File: config.mk
export PLATFORM = sky130hd
export DESIGN_NAME = framed_packet_case_converter_core_flat
export DESIGN_NICKNAME = d
export VERILOG_FILES = /design/src/hdl/fpcc_pkg.sv /design/src/hdl/fpcc_channels.sv /design/src/hdl/fpcc_payload_ram.sv /design/src/hdl/fpcc_parser.sv /design/src/hdl/fpcc_readout.sv /design/src/hdl/framed_packet_case_converter_core.sv /design/src/flat_wrapper.sv
export VERILOG_INCLUDE_DIRS = /design/src /design/src/hdl
export SDC_FILE = /design/constraint.sdc
export NUM_CORES = 1
export LEC_CHECK = 0
export CORE_MARGIN = 2
export CORE_UTILIZATION = 50
export DETAILED_ROUTE_END_ITERATION = 10
export DONT_BUFFER_PORTS = 1
export GPL_TIMING_DRIVEN = 0
export PLACE_DENSITY_LB_ADDON = 0.25
export RECOVER_POWER = 100
export SLEW_MARGIN = 25
export SYNTH_ARGS = -nofsm -noshare
export SYNTH_HDL_FRONTEND = slang
export SYNTH_SLANG_ARGS = --single-unit
File: constraint.sdc
create_clock -name clock -period 4.3 [get_ports clock]
set_input_delay 0.86 -clock clock [delete_from_list [all_inputs] [get_ports clock]]
set_output_delay 0.86 -clock clock [all_outputs]
set_load 0.02 [all_outputs]
File: src/hdl/framed_packet_case_converter_core_macros.svh
// Assertion macros shared by the framed packet case converter RTL.
`ifndef FRAMED_PACKET_CASE_CONVERTER_CORE_MACROS_SVH
`define FRAMED_PACKET_CASE_CONVERTER_CORE_MACROS_SVH

// Same-cycle implication.
`define FPCC_ASSERT_SAME(label, clk, rst, ante, cons) \
   label: assert property (@(posedge clk) disable iff (rst) (ante) |-> (cons)) \
      else $error("fpcc assertion failed");

// Next-cycle implication.
`define FPCC_ASSERT_NEXT(label, clk, rst, ante, cons) \
   label: assert property (@(posedge clk) disable iff (rst) (ante) |=> (cons)) \
      else $error("fpcc assertion failed");

`endif

File: src/hdl/fpcc_pkg.sv
// Types, constants and the case conversion function of the packet case converter.
`default_nettype none
package fpcc_pkg;

   localparam logic [7:0] CHAR_OFFSET = 8'd48;
   localparam logic [7:0] CASE_SHIFT  = 8'd32;
   localparam logic [7:0] LOWER_FIRST = 8'h61;
   localparam logic [7:0] LOWER_LAST  = 8'h7A;
   localparam logic [7:0] UPPER_FIRST = 8'h41;
   localparam logic [7:0] UPPER_LAST  = 8'h5A;

   localparam logic [7:0] REG_START_VALUE       = 8'd0;
   localparam logic [7:0] REG_END_VALUE         = 8'd1;
   localparam logic [7:0] REG_HIGHEST_OPERATION = 8'd2;
   localparam logic [7:0] REG_UPPER_OPERATION   = 8'd3;
   localparam logic [7:0] REG_LOWER_OPERATION   = 8'd4;

   typedef struct packed {
      logic [7:0] start_value;
      logic [7:0] end_value;
      logic [7:0] highest_operation;
      logic [7:0] upper_operation;
      logic [7:0] lower_operation;
   } cfg_type;

   // Frame closed: start readout.
   typedef struct packed {
      logic       start;
      logic [7:0] operation;
      logic       to_upper;
      logic       to_lower;
   } frame_done_type;

   function automatic logic [7:0] convert_byte(input logic [7:0] b,
                                               input logic to_upper,
                                               input logic to_lower);
      logic [7:0] r;
      r = b;
      if (to_upper && b >= LOWER_FIRST && b <= LOWER_LAST) begin
         r = b - CASE_SHIFT;
      end else if (to_lower && b >= UPPER_FIRST && b <= UPPER_LAST) begin
         r = b + CASE_SHIFT;
      end
      return r;
   endfunction

endpackage
`default_nettype wire

File: src/hdl/fpcc_channels.sv
// Stream and register write channel interfaces of the packet case converter.
`default_nettype none
interface fpcc_req_if;
   logic       valid;
   logic       ready;
   logic [7:0] rx_byte;
   modport source (output valid, output rx_byte, input ready);
   modport sink (input valid, input rx_byte, output ready);
endinterface

interface fpcc_rsp_if;
   logic       valid;
   logic       ready;
   logic [7:0] payload_byte;
   logic [7:0] frame_operation;
   logic       last_byte;
   modport source (output valid, output payload_byte, output frame_operation,
                   output last_byte, input ready);
   modport sink (input valid, input payload_byte, input frame_operation,
                 input last_byte, output ready);
endinterface

interface fpcc_csr_if;
   logic       valid;
   logic       ready;
   logic [7:0] index;
   logic [7:0] data;
   modport source (output valid, output index, output data, input ready);
   modport sink (input valid, input index, input data, output ready);
endinterface
`default_nettype wire

File: src/hdl/fpcc_payload_ram.sv
// Payload store: one write port, one registered read port.
`default_nettype none
module fpcc_payload_ram #(
   parameter int unsigned DEPTH  = 64,
   parameter int unsigned ADDR_W = 6
) (
   input  wire logic              clock,
   input  wire logic              wr_en,
   input  wire logic [ADDR_W-1:0] wr_addr,
   input  wire logic [7:0]        wr_data,
   input  wire logic              rd_en,
   input  wire logic [ADDR_W-1:0] rd_addr,
   output logic [7:0]             rd_data
);

   logic [7:0] mem [DEPTH];

   always_ff @(posedge clock) begin
      if (wr_en) begin
         mem[wr_addr] <= wr_data;
      end
   end

   // Hold read data until the next read.
   always_ff @(posedge clock) begin
      if (rd_en) begin
         rd_data <= mem[rd_addr];
      end
   end

endmodule
`default_nettype wire

File: src/hdl/fpcc_parser.sv
// Frame parser: tracks start, operation, length, payload and end bytes.
`default_nettype none
module fpcc_parser import fpcc_pkg::*; #(
   parameter int unsigned PAYLOAD_DEPTH = 64,
   parameter int unsigned CNT_W         = 7,
   parameter int unsigned ADDR_W        = 6
) (
   input  wire logic              clock,
   input  wire logic              reset,
   input  wire logic              accept,
   input  wire logic [7:0]        rx_byte,
   input  wire cfg_type           cfg,
   output logic                   wr_en,
   output logic [ADDR_W-1:0]      wr_addr,
   output logic [7:0]             wr_data,
   output frame_done_type         done,
   output logic [CNT_W-1:0]       done_len
);

   typedef enum logic [2:0] {
      PH_START,
      PH_OP,
      PH_LEN,
      PH_DATA,
      PH_END
   } phase_type;

   phase_type        phase_ff;
   logic [7:0]       op_ff;
   logic [CNT_W-1:0] len_ff;
   logic [CNT_W-1:0] count_ff;

   logic             above;
   logic [7:0]       val;
   logic             len_ok;
   logic [CNT_W-1:0] count_in;
   logic             end_ok;

   assign above    = rx_byte >= CHAR_OFFSET;
   assign val      = rx_byte - CHAR_OFFSET;
   assign len_ok   = above && (val != 8'd0) && ({1'b0, val} <= 9'(PAYLOAD_DEPTH));
   assign count_in = count_ff + CNT_W'(1);
   assign end_ok   = above && (val == cfg.end_value);

   assign wr_en   = accept && (phase_ff == PH_DATA);
   assign wr_addr = count_ff[ADDR_W-1:0];
   assign wr_data = rx_byte;

   always_comb begin
      done.start     = accept && (phase_ff == PH_END) && end_ok;
      done.operation = op_ff;
      done.to_upper  = (op_ff == cfg.upper_operation);
      done.to_lower  = (op_ff != cfg.upper_operation) && (op_ff == cfg.lower_operation);
   end
   assign done_len = len_ff;

   always_ff @(posedge clock) begin
      if (reset) begin
         phase_ff <= PH_START;
         op_ff    <= '0;
         len_ff   <= '0;
         count_ff <= '0;
      end else if (accept) begin
         case (phase_ff)
            PH_START: begin
               if (above && val == cfg.start_value) begin
                  phase_ff <= PH_OP;
               end
            end
            PH_OP: begin
               if (above && val <= cfg.highest_operation) begin
                  op_ff    <= val;
                  phase_ff <= PH_LEN;
               end else begin
                  phase_ff <= PH_START;
                  op_ff    <= '0;
                  len_ff   <= '0;
                  count_ff <= '0;
               end
            end
            PH_LEN: begin
               if (len_ok) begin
                  len_ff   <= val[CNT_W-1:0];
                  count_ff <= '0;
                  phase_ff <= PH_DATA;
               end else begin
                  phase_ff <= PH_START;
                  op_ff    <= '0;
                  len_ff   <= '0;
                  count_ff <= '0;
               end
            end
            PH_DATA: begin
               count_ff <= count_in;
               if (count_in == len_ff) begin
                  phase_ff <= PH_END;
               end
            end
            default: begin
               // End byte, good or bad: drop frame state.
               phase_ff <= PH_START;
               op_ff    <= '0;
               len_ff   <= '0;
               count_ff <= '0;
            end
         endcase
      end
   end

endmodule
`default_nettype wire

File: src/hdl/fpcc_readout.sv
// Readout: streams stored payload through a read stage and an output register.
`default_nettype none
module fpcc_readout import fpcc_pkg::*; #(
   parameter int unsigned CNT_W  = 7,
   parameter int unsigned ADDR_W = 6
) (
   input  wire logic              clock,
   input  wire logic              reset,
   input  wire frame_done_type    done,
   input  wire logic [CNT_W-1:0]  done_len,
   output logic                   busy,
   output logic                   rd_en,
   output logic [ADDR_W-1:0]      rd_addr,
   input  wire logic [7:0]        rd_data,
   output logic                   out_valid,
   input  wire logic              out_ready,
   output logic [7:0]             out_byte,
   output logic [7:0]             out_op,
   output logic                   out_last
);

   logic             busy_ff;
   logic [CNT_W-1:0] idx_ff;
   logic [CNT_W-1:0] len_ff;
   logic [7:0]       op_ff;
   logic             up_ff;
   logic             lo_ff;

   logic             s1_vld_ff;
   logic             s1_last_ff;
   logic [7:0]       s1_op_ff;
   logic             s1_up_ff;
   logic             s1_lo_ff;

   logic             out_vld_ff;
   logic [7:0]       out_byte_ff;
   logic [7:0]       out_op_ff;
   logic             out_last_ff;

   logic             out_load;
   logic             s1_free;
   logic             issue;
   logic             issue_last;

   assign out_load   = s1_vld_ff && (!out_vld_ff || out_ready);
   assign s1_free    = !s1_vld_ff || out_load;
   assign issue      = busy_ff && s1_free;
   assign issue_last = (idx_ff == len_ff - CNT_W'(1));

   assign busy    = busy_ff;
   assign rd_en   = issue;
   assign rd_addr = idx_ff[ADDR_W-1:0];

   assign out_valid = out_vld_ff;
   assign out_byte  = out_byte_ff;
   assign out_op    = out_op_ff;
   assign out_last  = out_last_ff;

   // Read issue counter.
   always_ff @(posedge clock) begin
      if (reset) begin
         busy_ff <= 1'b0;
         idx_ff  <= '0;
      end else if (done.start) begin
         busy_ff <= 1'b1;
         idx_ff  <= '0;
      end else if (issue) begin
         idx_ff <= idx_ff + CNT_W'(1);
         if (issue_last) begin
            busy_ff <= 1'b0;
         end
      end
   end

   always_ff @(posedge clock) begin
      if (done.start) begin
         len_ff <= done_len;
         op_ff  <= done.operation;
         up_ff  <= done.to_upper;
         lo_ff  <= done.to_lower;
      end
   end

   // Read stage: the RAM holds the data, this holds its tags.
   always_ff @(posedge clock) begin
      if (reset) begin
         s1_vld_ff <= 1'b0;
      end else if (issue) begin
         s1_vld_ff <= 1'b1;
      end else if (out_load) begin
         s1_vld_ff <= 1'b0;
      end
   end

   always_ff @(posedge clock) begin
      if (issue) begin
         s1_last_ff <= issue_last;
         s1_op_ff   <= op_ff;
         s1_up_ff   <= up_ff;
         s1_lo_ff   <= lo_ff;
      end
   end

   // Output register.
   always_ff @(posedge clock) begin
      if (reset) begin
         out_vld_ff <= 1'b0;
      end else if (out_load) begin
         out_vld_ff <= 1'b1;
      end else if (out_ready) begin
         out_vld_ff <= 1'b0;
      end
   end

   always_ff @(posedge clock) begin
      if (out_load) begin
         out_byte_ff <= convert_byte(rd_data, s1_up_ff, s1_lo_ff);
         out_op_ff   <= s1_op_ff;
         out_last_ff <= s1_last_ff;
      end
   end

endmodule
`default_nettype wire

File: src/hdl/framed_packet_case_converter_core.sv
// Top level of the framed packet case converter.
//
// req_ch carries one received byte per word (valid/ready). Frames are
// start code, operation code, length, payload bytes, end code, with the
// control bytes read as byte minus 48. Payload bytes go into a
// PAYLOAD_DEPTH-entry RAM as they arrive.
// rsp_ch gives one word per payload byte once the end code is accepted:
// the byte cased up, down or kept by operation, the operation, and a last
// flag on the final byte. The first word is valid once readout has gone
// busy, read the RAM through the read stage and loaded the output register;
// words then follow one per cycle while rsp_ch is ready. req_ch.ready stays
// low while read addresses are being issued, also while a stalled receiver
// holds readout; otherwise one byte is accepted per cycle.
// csr_ch writes the five 8-bit registers; it is always ready, and writes
// to unknown indexes are dropped.
// Reset (synchronous) restores register defaults, returns the parser to
// waiting for a start code and empties the readout pipeline. The RAM is
// not cleared; only entries written in the current frame are read.
// A stalled receiver holds the output word; the read stage behind it
// holds one more, and readout waits.
`default_nettype none
`include "framed_packet_case_converter_core_macros.svh"
module framed_packet_case_converter_core import fpcc_pkg::*; #(
   parameter int unsigned PAYLOAD_DEPTH = 64
) (
   input  wire logic clock,
   input  wire logic reset,
   fpcc_req_if.sink   req_ch,
   fpcc_rsp_if.source rsp_ch,
   fpcc_csr_if.sink   csr_ch
);

   localparam int unsigned CNT_W  = $clog2(PAYLOAD_DEPTH + 1);
   localparam int unsigned ADDR_W = (PAYLOAD_DEPTH > 1) ? $clog2(PAYLOAD_DEPTH) : 1;

   cfg_type          cfg_ff;
   logic             rd_busy;
   logic             accept;
   logic             wr_en;
   logic [ADDR_W-1:0] wr_addr;
   logic [7:0]       wr_data;
   logic             rd_en;
   logic [ADDR_W-1:0] rd_addr;
   logic [7:0]       rd_data;
   frame_done_type   done;
   logic [CNT_W-1:0] done_len;

   // Hold input off while readout owns the RAM.
   assign req_ch.ready = !rd_busy;
   assign accept       = req_ch.valid && !rd_busy;
   assign csr_ch.ready = 1'b1;

   // Configuration registers.
   always_ff @(posedge clock) begin
      if (reset) begin
         cfg_ff.start_value       <= 8'd2;
         cfg_ff.end_value         <= 8'd3;
         cfg_ff.highest_operation <= 8'd4;
         cfg_ff.upper_operation   <= 8'd0;
         cfg_ff.lower_operation   <= 8'd1;
      end else if (csr_ch.valid) begin
         case (csr_ch.index)
            REG_START_VALUE:       cfg_ff.start_value       <= csr_ch.data;
            REG_END_VALUE:         cfg_ff.end_value         <= csr_ch.data;
            REG_HIGHEST_OPERATION: cfg_ff.highest_operation <= csr_ch.data;
            REG_UPPER_OPERATION:   cfg_ff.upper_operation   <= csr_ch.data;
            REG_LOWER_OPERATION:   cfg_ff.lower_operation   <= csr_ch.data;
            default: begin
               // Drop writes to unknown indexes.
            end
         endcase
      end
   end

   fpcc_parser #(
      .PAYLOAD_DEPTH (PAYLOAD_DEPTH),
      .CNT_W         (CNT_W),
      .ADDR_W        (ADDR_W)
   ) u_parser (
      .clock    (clock),
      .reset    (reset),
      .accept   (accept),
      .rx_byte  (req_ch.rx_byte),
      .cfg      (cfg_ff),
      .wr_en    (wr_en),
      .wr_addr  (wr_addr),
      .wr_data  (wr_data),
      .done     (done),
      .done_len (done_len)
   );

   fpcc_payload_ram #(
      .DEPTH  (PAYLOAD_DEPTH),
      .ADDR_W (ADDR_W)
   ) u_ram (
      .clock   (clock),
      .wr_en   (wr_en),
      .wr_addr (wr_addr),
      .wr_data (wr_data),
      .rd_en   (rd_en),
      .rd_addr (rd_addr),
      .rd_data (rd_data)
   );

   fpcc_readout #(
      .CNT_W  (CNT_W),
      .ADDR_W (ADDR_W)
   ) u_readout (
      .clock     (clock),
      .reset     (reset),
      .done      (done),
      .done_len  (done_len),
      .busy      (rd_busy),
      .rd_en     (rd_en),
      .rd_addr   (rd_addr),
      .rd_data   (rd_data),
      .out_valid (rsp_ch.valid),
      .out_ready (rsp_ch.ready),
      .out_byte  (rsp_ch.payload_byte),
      .out_op    (rsp_ch.frame_operation),
      .out_last  (rsp_ch.last_byte)
   );

   `FPCC_ASSERT_SAME(a_no_write_during_readout, clock, reset, wr_en, !rd_busy)
   `FPCC_ASSERT_SAME(a_no_read_while_idle, clock, reset, rd_en, rd_busy)
   `FPCC_ASSERT_SAME(a_frame_done_when_idle, clock, reset, done.start, !rd_busy)
   `FPCC_ASSERT_NEXT(a_frame_done_starts_readout, clock, reset, done.start, rd_busy)

endmodule
`default_nettype wire

File: src/flat_wrapper.sv
// flat-port wrapper written by rule: the top's interface ports become plain ports
module framed_packet_case_converter_core_flat import fpcc_pkg::*;
#(
   parameter int unsigned PAYLOAD_DEPTH = 64
)
  (clock, reset, req_ch_valid, req_ch_rx_byte, req_ch_ready, rsp_ch_valid, rsp_ch_payload_byte, rsp_ch_frame_operation, rsp_ch_last_byte, rsp_ch_ready, csr_ch_valid, csr_ch_index, csr_ch_data, csr_ch_ready);
  fpcc_req_if req_ch_i ();
  fpcc_rsp_if rsp_ch_i ();
  fpcc_csr_if csr_ch_i ();
  input  wire logic clock;
  input  wire logic reset;
  input wire logic [$bits(req_ch_i.valid)-1:0] req_ch_valid;
  input wire logic [$bits(req_ch_i.rx_byte)-1:0] req_ch_rx_byte;
  output wire logic [$bits(req_ch_i.ready)-1:0] req_ch_ready;
  output wire logic [$bits(rsp_ch_i.valid)-1:0] rsp_ch_valid;
  output wire logic [$bits(rsp_ch_i.payload_byte)-1:0] rsp_ch_payload_byte;
  output wire logic [$bits(rsp_ch_i.frame_operation)-1:0] rsp_ch_frame_operation;
  output wire logic [$bits(rsp_ch_i.last_byte)-1:0] rsp_ch_last_byte;
  input wire logic [$bits(rsp_ch_i.ready)-1:0] rsp_ch_ready;
  input wire logic [$bits(csr_ch_i.valid)-1:0] csr_ch_valid;
  input wire logic [$bits(csr_ch_i.index)-1:0] csr_ch_index;
  input wire logic [$bits(csr_ch_i.data)-1:0] csr_ch_data;
  output wire logic [$bits(csr_ch_i.ready)-1:0] csr_ch_ready;
  assign req_ch_i.valid = req_ch_valid;
  assign req_ch_i.rx_byte = req_ch_rx_byte;
  assign req_ch_ready = req_ch_i.ready;
  assign rsp_ch_valid = rsp_ch_i.valid;
  assign rsp_ch_payload_byte = rsp_ch_i.payload_byte;
  assign rsp_ch_frame_operation = rsp_ch_i.frame_operation;
  assign rsp_ch_last_byte = rsp_ch_i.last_byte;
  assign rsp_ch_i.ready = rsp_ch_ready;
  assign csr_ch_i.valid = csr_ch_valid;
  assign csr_ch_i.index = csr_ch_index;
  assign csr_ch_i.data = csr_ch_data;
  assign csr_ch_ready = csr_ch_i.ready;
  framed_packet_case_converter_core #(.PAYLOAD_DEPTH(PAYLOAD_DEPTH)) u_core (.clock(clock), .reset(reset), .req_ch(req_ch_i), .rsp_ch(rsp_ch_i), .csr_ch(csr_ch_i));
endmodule
==> flow_metrics.tcl <==
set metrics [dict create \
    final_common_cell "edfxtp_1" \
    placementRows 82 \
    pin_count 49 \
    area_growth_pct 11.4 \
    slew_violations 0 \
    slowest_stage "clkbuf_1" \
    grt_max_degree 71 \
    wl_per_cell_um 27.6 \
    fin_ws_ps 651 \
    worstPathRequired_ps 4620 \
    gp_congestion 0.840 \
    endpoint_kind "flip-flop" \
    ys_ff_latch 640 \
    cts_resized 0 \
    first_pass_iters 5 \
    holdCritPathClass "in2reg" \
    mostFrequentLayoutCells "edfxtp_1, nor2_1, mux4_2" \
    syn_avg_cell_area_um2 18.0 \
    viasPerCell 6.13 \
    fin_nets 1537 \
    crit_top_cell "buf_2" \
    syn_nets 1467 \
    track_usage_pct 23.4 \
    final_util_pct 56.7 \
    cts_tree "yes" \
    fin_crit_sh_pct 84.9 \
    drc_errors 0 \
    fin_cells 2213 \
    ir_worst_vdd_mv 0.327 \
    die_x_um 230 \
    numCtsBuffers 67 \
    hold_viol 0 \
    synth_edf_count 565 \
    cts_buffer_depth 3 \
    min_period_ps 3650 \
    coreArea_um2 50400 \
    ys_types 66 \
    cts.sinks 640 \
    worstMarginPinSlew_ps 1370 \
    p_per_area_nw_per_um2 437 \
    via_count 13600 \
    h-tree-depth 3 \
    cp.arrival_ps 3970 \
    power.internal_uw 10100 \
    die_h_um 230 \
    critical_path_class "reg2reg" \
    dieArea_um2 53000 \
    skew_ps 29.2 \
    rsz0062_at_grt "no" \
    pwr-share-seq_pct 54.1 \
    cap_viol_max_count 0 \
    antenna_found_initial 1 \
    path_clk_slew_ps 60 \
    p_leak_uw 0.00879 \
    postLayoutCellArea_um2 28500 \
    grt_remaining_overflow 0 \
    postCtsSetupBuffers 0 \
    totalWireLength_mm 61.2 \
    netSwitchingFraction_pct 19.1 \
    diodes 0 \
    syn_area_um2 25600 \
    path_cells "buf_2 > buf_4 > clkbuf_1 > buf_2 > mux2i_1 > a21oi_1 > o22ai_1 > o31ai_1" \
    first_global_vias 13700 \
    setup_viol 0 \
    tns_ps 0 \
    fmax_mhz 274 \
    power.switching_uw 2380 \
    preCtsSetupSlack_ps 432 \
    synthFlopType "edfxtp_1" \
    dp.final_hpwl_mm 39.0 \
    clock_latency_ps 600 \
    ys_warn_count 0 \
    root_buffer "clkbuf_16" \
    p_comb_share_pct 0.9 \
    clockPowerShare_pct 45.0 \
    place_area_um2 26500 \
    hold_buffers 0 \
    portBuffers 0 \
    path_max_fanout 10 \
    start_util_pct 50.8 \
    drive_above_1_share_pct 17.5 \
    antenna_left 0 \
    start_kind "flip-flop" \
    relSlewSlack_pct 8.32 \
    critPathMaxStageDelay_ps 750 \
    ys_seq_area_share_pct 72.1 \
    outcome "complete, no violations" \
    postSynthCellCount 1422 \
    async_flop_share_pct 0 \
    drt_first_iter_violations 1532 \
    grt_pass1_wl_mm 89.9 \
    dpl.cell_count 2095 \
]
==> metal layers <==
layer | up-vias | GRT usage (%) | wire [um]
met3 | 135 | 5.49 | 4880
met5 | - | 0 | 0
li1 | 5802 | - | -
met4 | 0 | 8.27 | 2190
met2 | 551 | 37.0 | 28900
met1 | 7072 | 32.2 | 25200
==> registers in the layout, summed over array words and instances, names as in the netlist, 3 cells and up <==
signal / flops
u_core.u_readout.op_ff: 8
u_core.u_readout.out_op: 8
u_core.u_ram.mem: 512
u_core.cfg_ff: 40
u_core.u_readout.idx_ff: 7
u_core.u_parser.count_ff: 7
u_core.u_readout.len_ff: 7
u_core.u_readout.out_byte: 8
u_core.u_parser.done_len: 7
u_core.u_parser.phase_ff: 3
u_core.u_ram.rd_data: 8
u_core.u_readout.s1_op_ff: 8
u_core.u_parser.op_ff: 8
==> power groups by stage <==
stage          clock, uW  sequential (uW)  combinational [uW]
6_report            5620             6750                 108
3_3_place_gp           0             6880                 105
2_1_floorplan          0             6880                81.1
4_1_cts             5680             6750                 108
3_5_place_dp           0             6880                 107
5_1_grt             5940             6740                 117
==> layout make-up <==
| cell class | count | area, um^2 |
|---|---|---|
| Clock inverter | 33 | 303 |
| Clock buffer | 85 | 1800 |
| Buffer | 69 | 310 |
| Sequential cell | 640 | 18500 |
| Timing Repair Buffer | 1 | 3.75 |
| Multi-Input combinational cell | 693 | 6740 |
| Inverter | 20 | 75.1 |
| Fill cell | 3794 | 21800 |
| Tap cell | 672 | 841 |
==> synthesized netlist by cell type (all sizes together) (16+ instances only) <==
cell type	instances	area, um^2
nor2	153	577
buf	40	203
xor2	24	210
ha	16	200
mux2i	48	480
clkbuf	29	110
mux4	137	3090
nor2b	27	169
inv	20	75.1
a22oi	31	233
a21oi	29	145
xnor2	35	314
nand2	30	113
a211oi	16	120
dfxtp	75	1500
edfxtp	565	17000
==> metrics by stage <==
step                total power (uW)  hold WS, ps
global route                   12800          345
finish                         12500          369
global placement                6980          407
floorplan                       6960          400
CTS                            12500          352
detailed placement              6990          405
==> path summary, 6_finish.rpt <==
kind                               from                            to  slack [ps]  depth (start not counted)
max reg2reg  u_core.u_readout.idx_ff[0]       u_core.u_ram.rd_data[3]         650                          8
max          u_core.u_readout.idx_ff[0]       u_core.u_ram.rd_data[3]         650                          8
min reg2reg   u_core.u_readout.op_ff[0]  u_core.u_readout.s1_op_ff[0]         400                          0
min                   req_ch_rx_byte[7]        u_core.u_ram.mem[9][7]         370                          0
==> critical path: cells and delay by family, from the launching register on <==
kind	cells	cell delay [ps]
mux	1	490
compound gates	3	620
buf+inv	4	1900
flops	1	330
==> cell families (layout without fill, tap and decap cells) <==
| family | Yosys count | count (layout) | share of synthesized area, % |
|---|---|---|---|
| AO/OA/AOI/OAI | 137 | 137 | 3.85 |
| XOR/XNOR | 59 | 59 | 2.05 |
| adder cells (fa/ha/maj) | 16 | 16 | 0.782 |
| buffers and inverters | 89 | 208 | 1.51 |
| flip-flops | 640 | 640 | 72.1 |
| multiplexers | 191 | 191 | 14.2 |
| other | 1 | 1 | 0.0146 |
| AND/OR/NAND/NOR | 289 | 289 | 5.50 |
(Power assumes the default switching activity.)
